===== src/hdl/alms_div.sv =====
// Restoring unsigned divider, one quotient bit per cycle.
// Standalone; used by the adaptive LMS FIR filter top level.
`default_nettype none

module alms_div #(
  parameter int NW = 56,
  parameter int DW = 40
) (
  input  wire logic          clk_i,
  input  wire logic          rst_ni,
  input  wire logic          start_i,
  input  wire logic [NW-1:0] dividend_i,
  input  wire logic [DW-1:0] divisor_i,
  output logic               done_o,
  output logic [NW-1:0]      quot_o
);

  localparam int CNT_W = $clog2(NW + 1);

  logic [DW-1:0]    rem_q;
  logic [NW-1:0]    num_q;
  logic [DW-1:0]    den_q;
  logic [CNT_W-1:0] cnt_q;
  logic             busy_q;
  logic             done_q;
  logic [DW:0]      shift_c;
  logic [DW:0]      diff_c;
  logic             fit_c;

  // trial subtract of the shifted remainder
  always_comb begin
    shift_c = {rem_q, num_q[NW-1]};
    diff_c  = shift_c - {1'b0, den_q};
    fit_c   = shift_c >= {1'b0, den_q};
  end

  always_ff @(posedge clk_i or negedge rst_ni) begin
    if (!rst_ni) begin
      busy_q <= 1'b0;
      done_q <= 1'b0;
      cnt_q  <= '0;
      rem_q  <= '0;
      num_q  <= '0;
      den_q  <= '0;
    end else if (start_i) begin
      busy_q <= 1'b1;
      done_q <= 1'b0;
      cnt_q  <= CNT_W'(NW);
      rem_q  <= '0;
      num_q  <= dividend_i;
      den_q  <= divisor_i;
    end else if (busy_q) begin
      rem_q <= fit_c ? diff_c[DW-1:0] : shift_c[DW-1:0];
      num_q <= {num_q[NW-2:0], fit_c};
      cnt_q <= cnt_q - CNT_W'(1);
      if (cnt_q == CNT_W'(1)) begin
        busy_q <= 1'b0;
        done_q <= 1'b1;
      end
    end else begin
      done_q <= 1'b0;
    end
  end

  assign done_o = done_q;
  assign quot_o = num_q;

endmodule

`default_nettype wire


===== config.mk =====
export PLATFORM = sky130hd
export DESIGN_NAME = alms_div
export DESIGN_NICKNAME = d
export VERILOG_FILES = /design/src/hdl/alms_div.sv
export SDC_FILE = /design/constraint.sdc
export NUM_CORES = 1
export LEC_CHECK = 0
export BUFFER_PORTS_ARGS = -buffer_cell sky130_fd_sc_hd__buf_2
export CAP_MARGIN = 20
export CORE_ASPECT_RATIO = 0.8
export CORE_MARGIN = 1.5
export CORE_UTILIZATION = 55
export CTS_BUF_LIST = sky130_fd_sc_hd__clkbuf_8 sky130_fd_sc_hd__clkbuf_16
export DETAILED_ROUTE_END_ITERATION = 16
export MAX_ROUTING_LAYER = met4
export PLACE_DENSITY_LB_ADDON = 0.08
export SYNTH_ARGS = -nofsm -noshare
export SYNTH_HDL_FRONTEND = slang
export SYNTH_SLANG_ARGS = --single-unit

===== constraint.sdc =====
create_clock -name clk_i -period 5.33 [get_ports clk_i]
set_clock_uncertainty 0.1 [all_clocks]
set_input_delay 0.533 -clock clk_i [delete_from_list [all_inputs] [get_ports clk_i]]
set_output_delay 0.533 -clock clk_i [all_outputs]
set_load 0.05 [all_outputs]

[Yosys cells after proc, flatten, opt, wreduce, memory -nomap -nowiden]
Cells that the tools add are included.
Cells by class
  equal/unequal tests: 2
  muxes and demuxes: 13
  order comparisons: 1
  add/subtract/negate cells: 2
  reduce and logical (&&, ||, !) cells: 1
Operator list (count)
  $mux W40: 3
  $mux W56: 2
  $ge A41 B40 Y1: 1
  $sub A40 B40 Y40: 1
  $mux W6: 2
  $eq A6 B1 Y1 const B: 1
  $mux W1: 6
  $sub A6 B1 Y6 const B: 1
  $ne A3 B2 Y1 const B: 1
  $reduce_bool A2 Y1: 1
Storage, ports and cells
  output and inout bits: 57
  bits in registers: 144

[Logic depth before layout (Yosys ltp)]
Gate-level depths: netlist (run 1).
  depth in word-level cells: 4
  gate-level depth with buffers: 14

[Worst setup path before layout (run 1)]
Ideal clock, no wire load.
  kind: register -> register
  start point: register num_q[55], in the netlist quot_o[55]
  end point: register rem_q[38]
  data required time: 5092 ps
  cell stages (with the launch flop): 13
  arrival: 2894 ps
  buffers on the path: 0
  slack: 2197 ps
  setup time: 138 ps
  cell sequence: dfrtp_1 inv_1 ha_1 fa_1 nand2b_1 a21o_1 a211oi_1 o21ai_2 a21oi_2 a311oi_2 o31ai_1 xnor2_1 o22ai_1
On the way
  word-level cells in the longest chain between the ends: 4
  elaborated cells between the ends (all ways): 5
RTL lines
  start, declared: RTL line 21  | logic [NW-1:0] num_q;
  start signal, assigned: RTL line 50  | num_q <= dividend_i;
  start signal, assigned: RTL line 54  | num_q <= {num_q[NW-2:0], fit_c};
  $sub A40 B40 Y40 or $ge A41 B40 Y1 (tied branches): RTL line 33, 34
  $mux W40 (*): RTL line 53  | rem_q <= fit_c ? diff_c[DW-1:0] : shift_c[DW-1:0];
  $mux W40 (*): RTL line 52  | end else if (busy_q) begin
  $mux W40 (*): RTL line 45  | end else if (start_i) begin
  end signal, assigned: RTL line 53
  end, declared: RTL line 20  | logic [DW-1:0] rem_q;
Every way passes the cells marked *; elsewhere a longest branch is shown, timed or not. The select of a mux whose other input is x is not followed.
A chain may end at the register's enable or synchronous reset.

[Worst setup path in the final report (run 1)]
  start point: register rem_q[2]
  end point: register rem_q[22]
On the way
  word-level cells in the longest chain between the ends: 4
  elaborated cells between the ends (all ways): 5
RTL lines (RTL line)
  $sub A40 B40 Y40 or $ge A41 B40 Y1 (tied branches): 33, 34
  $mux W40 (*): 53
  $mux W40 (*): 52
  $mux W40 (*): 45
Marks and branches as above.

==> results of run 1 <==
==> cells in the mapped netlist, drive strengths merged (2+ instances only) <==
library cell / number / area share (%)
a21oi: 54 / 3.1
xnor2: 29 / 2.8
nor2b: 5 / 0.35
nand2b: 9 / 0.63
a31oi: 4 / 0.45
and3: 2 / 0.14
mux2i: 84 / 9.4
inv: 60 / 2.5
clkbuf: 52 / 2.2
or3: 2 / 0.14
nand4: 13 / 0.91
nand2: 138 / 5.8
dfrtp: 144 / 40
a211oi: 45 / 4.2
o21bai: 10 / 0.84
o22ai: 3 / 0.21
ha: 42 / 5.9
nor2: 67 / 2.8
nand3: 15 / 0.84
a221oi: 2 / 0.20
a21o: 14 / 1.2
a311oi: 3 / 0.36
o31ai: 4 / 0.49
o211ai: 5 / 0.42
buf: 15 / 1.2
nor3: 10 / 0.62
mux2: 2 / 0.25
nor4: 2 / 0.14
o21ai: 124 / 7.0
nand3b: 2 / 0.17
xor2: 11 / 1.1
o21a: 12 / 1.0
a2111oi: 2 / 0.27
==> per-stage QoR <==
step | area (um^2) | hold WS, ns | utilization (%) | setup slack, ns
4_1_cts | 10300 | 0.0783 | 65.2 | 1.73
6_report | 10300 | 0.0478 | 65.2 | 1.73
2_1_floorplan | 8930 | 0.137 | - | 2.20
5_1_grt | 10300 | 0.116 | 65.2 | 1.51
3_5_place_dp | 9720 | 0.421 | 61.5 | 1.74
3_3_place_gp | 9720 | 0.403 | 61.5 | 1.83
==> worst paths after layout <==
path / cells after the start / end / slack (ns) / start
max reg2reg: 10 / rem_q[22] / 1.73 / rem_q[2]
min in group clk_i: 3 / quot_o[41] / 0.20 / dividend_i[41]
min: 1 / den_q[24] / 0.05 / rst_ni
max: 10 / rem_q[22] / 1.73 / rem_q[2]
max in group asynchronous: 2 / den_q[5] / 3.84 / rst_ni
min reg2reg: 2 / done_o / 0.43 / done_o
==> per-layer routing <==
metal	wire [um]	up-vias
met2	8450	197
met1	10200	3392
li1	-	3722
met5	0	-
met3	1110	20
met4	197	0
==> power groups by stage <==
stage	Combinational [W]	Clock, W	Sequential (W)
detailed placement	0.00242	0	0.00144
finish	0.00246	0.00117	0.00143
CTS	0.00244	0.00118	0.00143
global placement	0.00241	0	0.00144
global route	0.00272	0.00124	0.00145
floorplan	0.00187	0	0.00156
==> flip-flops by register name, summed over array words and instances (netlist names) <==
signal and cells:
den_q 40, done_o 1, rem_q 40, busy_q 1, cnt_q 6, quot_o 56
==> cells by family after synthesis <==
family,Yosys count
AO/OA/AOI/OAI,289
XOR/XNOR,40
adder cells (fa/ha/maj),43
buffers and inverters,127
flip-flops,144
multiplexers,86
AND/OR/NAND/NOR,270
==> cell type report <==
type,count,area [um^2]
Multi-Input combinational cell,728,4790
Clock inverter,15,151
Fill cell,1400,5500
Timing Repair Buffer,160,826
Sequential cell,144,3610
Inverter,60,225
Tap cell,215,269
Clock buffer,17,425
Antenna cell,1,2.50
==> critical path, stage by stage, from the launching register on <==
cell	delay, ns
dfrtp_1	0.39
ha_1	0.38
nand3_1	0.12
o21bai_1	0.21
a211oi_2	0.22
nor3_2	0.11
o31ai_4	0.30
a21o_2	0.87
buf_4	0.38
mux2i_1	0.24
a211oi_1	0.10
==> metrics.md, run 1 <==
| Metric | Value |
|---|---|
| Switching Fraction | 41.9% |
| Syn. warnings | 0 |
| CTS tree | yes |
| Met1 usage | 36.3% |
| Clock Pin Slew Worst Setup and Hold Paths | 0.07 ns |
| CTS Buffer Depth | 2 |
| DR pass1 iterations | 7 |
| Post-layout min period | 3.60 ns |
| DRC | 0 |
| Worst rel slew slack | 30.8% |
| Placed cells | 1307 |
| Routed WL | 20.0 mm |
| Least-Margin Pin Slew | 1.04 ns |
| Period utilization | 67.6% |
| Commonest cells after routing, fill and taps aside | buf_2 (153), dfrtp_1 (143), nand2_1 (138) |
| Share of cells above drive strength 1 | 19.1% |
| Max Cap Viol | 0 |
| Vias per std cell | 5.47 |
| Vias in the first global route | 6657 |
| Via count | 7331 |
| Skew-Pair Late Insertion Delay | 0.43 ns |
| Largest net degree at the start of global routing | 144 |
| Area Overhead vs Synth | 15.4% |
| RD Place Congestion | 0.929 |
| Final ANT Viol Nets | 0 |
| EDFF count, synth | 0 |
| Post-synthesis xor/xnor area fraction | 3.92% |
| CP Max Fanout | 43 |
| Clock buffer count from CTS | 17 |
| Net Switching | 0.00212 W |
| Post-DR wirelength/cell | 14.9 um |
| Area of the die | 17000 um^2 |
| Syn Inst Count | 999 |
| GR Util met2 | 34.8% |
| Avg Inst Size Synth | 8.94 um^2 |
| DIE WIDTH | 145 um |
| Total track usage | 24.7% |
| Most common cell after layout, fill and taps aside | buf_2 |
| Layout Nets | 1253 |
| I/O pin count | 156 |
| Maximum vdd drop | 0.254 mV |
| H-tree depth | 4 |
| Post-CTS sizing | 0 |
| F_max | 278 MHz |
| CTS sink count | 144 |
| Core area | 15800 um^2 |
| CTS root buf | clkbuf_16 |
| # hold bufs at CTS | 0 |
| Max Slew Vio Count | 0 |
| Reg power frac | 28.3% |
| Comb power frac | 48.6% |
| GRT overflow | 0 |
| Post-DP HPWL | 13.8 mm |
| Mux cell area share after synthesis | 9.67% |
| Netlist cell types | 58 |
| Initial Util | 56.5% |
| Post-synthesis simple-gate area fraction | 13.3% |
| PD cells | 491 nW/um^2 |
| Final Hold Viols | 0 |
| Syn Nets | 1141 |
| Total power | 0.00505 W |
| P_int | 0.00294 W |
| Met3 GRT Util | 5.04% |
| Fraction of registers with async set/reset | 100% |
| Worst EP arrival | 3.77 ns |
| Clock share of power | 23.1% |
| Post-CTS Setup Bufs | 0 |
| Critical Path RT | 5.50 ns |
| RSZ-0062 raised after global routing | false |
| Die Y-Extent | 117 um |
| Status | complete, no violations |
| Post-Syn Area | 8930 um^2 |
| Setup TNS | 0 ns |
| Main combinational cell family by area after synthesis | compound AO/OA/AOI/OAI gates |
| Initial DRC count | 633 |
| Crit path kind | reg -> reg |
| Adder-cell share of the synthesized area | 6.11% |
| IO buf count | 155 |
| Pleak | 5.27 nW |
| Most crowded layer after global routing | met1 |
| Crit. End Element | flop |
| Synth Area in Compound Gates | 20.7% |
| Post-synth top flop | dfrtp_1 |
| Cell row count | 41 |
| Startpoint type of the worst setup path | flop |
| Hold crit path type | in -> async |
| Endpoints failing setup | 0 |
| Seq/Total Area, Yosys | 40.4% |
| Non-Filler Instances | 1340 |
| First-pass GRT wire length | 33.0 mm |
| Initial antenna violation count | 0 |
| Synth Register Bits | 144 |
Note: power is estimated with default switching activity, not from simulation.
==> run 2, diff against run 1 <==
==> constraint.sdc (replaced) <==
create_clock -name clk_i -period 3.4 [get_ports clk_i]
set_clock_uncertainty 0.1 [all_clocks]
set_input_delay 0.34 -clock clk_i [delete_from_list [all_inputs] [get_ports clk_i]]
set_output_delay 0.34 -clock clk_i [all_outputs]
set_load 0.05 [all_outputs]
==> metrics.md, run 2 (same netlist as run 1, synthesis figures left out) <==
| Metric | Value |
|---|---|
| Max Cap Viol | 0 (unchanged) |
| RD Place Congestion | 0.947 (+1.9%) |
| Worst EP arrival | 3.40 ns (-0.37 ns) |
| DR pass1 iterations | 5 (-2) |
| Final Hold Viols | 0 (unchanged) |
| Area of the die | 17000 um^2 (unchanged) |
| Post-CTS Setup Bufs | 0 (unchanged) |
| Final ANT Viol Nets | 0 (unchanged) |
| Total power | 0.00808 W (+60%) |
| Skew-Pair Late Insertion Delay | 0.43 ns (about the same) |
| Total track usage | 25.1% (+0.42 points) |
| Setup TNS | 0 ns (unchanged) |
| Worst rel slew slack | 45.9% (+15 points) |
| RSZ-0062 raised after global routing | false |
| I/O pin count | 156 (unchanged) |
| Crit path kind | reg -> reg |
| Critical Path RT | 3.58 ns (-1.92 ns) |
| Core area | 15800 um^2 (unchanged) |
| Post-layout min period | 3.22 ns (-0.386 ns) |
| Period utilization | 94.6% (+27 points) |
| Routed WL | 20.4 mm (+2.2%) |
| Initial DRC count | 619 (-2.2%) |
| Ant. Diodes | 0 (-1) |
| First-pass GRT wire length | 33.8 mm (+2.3%) |
| Max Slew Vio Count | 0 (unchanged) |
| Status | complete, no violations |
| Cell row count | 41 (unchanged) |
| Via count | 7416 (+1.2%) |
| Post-DR wirelength/cell | 15.1 um (+1.3%) |
| Clock Pin Slew Worst Setup and Hold Paths | 0.07 ns (about the same) |
| H-tree depth | 4 (unchanged) |
| IO buf count | 155 (unchanged) |
| CTS Buffer Depth | 2 (unchanged) |
| Largest net degree at the start of global routing | 85 (-41%) |
| Least-Margin Pin Slew | 0.812 ns (-0.227 ns) |
| Initial Util | 56.5% (unchanged) |
| RR Startpoint | rem_q[2] |
| Commonest cells after routing, fill and taps aside | buf_2 (153), dfrtp_1 (143), nand2_1 (138) |
| Worst reg2reg path depth | 10 (unchanged) |
| Hold depth | 3 |
| Placed cell areas | 9860 um^2 (+1.4%) |
| Pleak | 5.36 nW (+1.6%) |
| Area Overhead vs Synth | 17.1% |
| DIE WIDTH | 145 um (unchanged) |
| Endpoints failing setup | 0 (unchanged) |
| Most common cell after layout, fill and taps aside | buf_2 |
| Startpoint type of the worst setup path | flop |
| Die Y-Extent | 117 um (unchanged) |
| Initial antenna violation count | 0 (unchanged) |
| Layout Cell Area excl Fill | 10500 um^2 (+1.5%) |
| CP Max Fanout | 23 (-47%) |
| PD cells | 773 nW/um^2 (+58%) |
| F_max | 311 MHz (+12%) |
| Util after Layout | 66.1% (+0.95 points) |
| Worst slack at placement | 0.196 ns (-1.55 ns) |
| Crit path to | rem_q[33] |
| Share of cells above drive strength 1 | 20.1% (+0.92 points) |
| Post-DP HPWL | 14.5 mm (+5.2%) |
| CTS sink count | 144 (unchanged) |
| Largest register FFs | 56 (unchanged) |
| Layout Nets | 1266 (+1.0%) |
| Worst Setup SP | rem_q[2] |
| CTS tree | yes |
| Fillers | 1378 (-1.6%) |
| Maximum vdd drop | 0.461 mV (+81%) |
| GRT overflow | 0 (unchanged) |
| Crit. End Element | flop |
| Vias in the first global route | 6751 (+1.4%) |
| DRC | 0 (unchanged) |
| Final worst slack | 0.182 ns (-1.54 ns) |
| Hold crit path type | in -> reg |
| Reg-to-reg endpoint | rem_q[33] |
| Reg-to-reg setup timing slack | 0.18 ns (-1.54 ns) |
| Vias per std cell | 5.49 (+0.26%) |
| Clock buffer count from CTS | 17 (unchanged) |
| CTS root buf | clkbuf_16 |
## run 2: layout make-up
| class | count | area [um^2] | share of cell area, % |
|---|---|---|---|
| clock inverters | 15 | 149 | 1.42 |
| multi-input cells | 728 | 4800 | 45.9 |
| inverters | 60 | 225 | 2.15 |
| well taps | 215 | 269 | 2.57 |
| flip-flops and latches | 144 | 3610 | 34.5 |
| clock buffers | 17 | 425 | 4.07 |
| repair buffers | 173 | 976 | 9.34 |
## run 2: worst min-delay path by stage
stage                              start    endpoint  slack, ns
after global routing      dividend_i[53]  quot_o[53]       0.01
after detailed placement          rst_ni   den_q[29]       0.34
final                     dividend_i[42]  quot_o[42]       0.02
after global placement            rst_ni   den_q[29]       0.35
after floorplan                   rst_ni      busy_q      -0.06
after CTS                 dividend_i[18]  quot_o[18]      0.008
## run 2: worst max-delay path, stage by stage, from the launching register on
cell      delay, ns
dfrtp_1        0.40
ha_1           0.38
nand3_1        0.12
o21bai_1       0.22
a211oi_2       0.23
nor3_2         0.10
o31ai_4        0.33
a21o_2         0.60
buf_4          0.26
mux2i_1        0.21
a211oi_1       0.10
## run 2: report_power, final
| part | total [W] | internal [W] | switching [W] | leakage (nW) |
|---|---|---|---|---|
| registers | 0.00224 | 0.00201 | 0.000228 | 1.80 |
| logic | 0.00400 | 0.00166 | 0.00234 | 3.29 |
| clock network | 0.00184 | 0.00103 | 0.000811 | 0.271 |
## run 2: layer usage
metal	wire, um	up-vias	share of wire, %	track usage, %
met5	0	-	0	-
li1	-	3757	-	-
met1	10500	3454	52	37.3
met4	172	0	0.84	5.99
met3	949	17	4.7	4.53
met2	8740	188	43	35.4
## run 2: through the flow
step	hold WS, ns	std cells
2_1_floorplan	-0.0556	999
3_3_place_gp	0.353	1319
3_5_place_dp	0.342	1319
4_1_cts	0.00786	1352
5_1_grt	0.0113	1352
6_report	0.0165	1352
## run 2: repair_timing
action,in CTS,in global routing
resized for setup,0,1
hold buffers,1,0
endpoints found under the hold margin,82,0
endpoints found under the setup margin,0,1
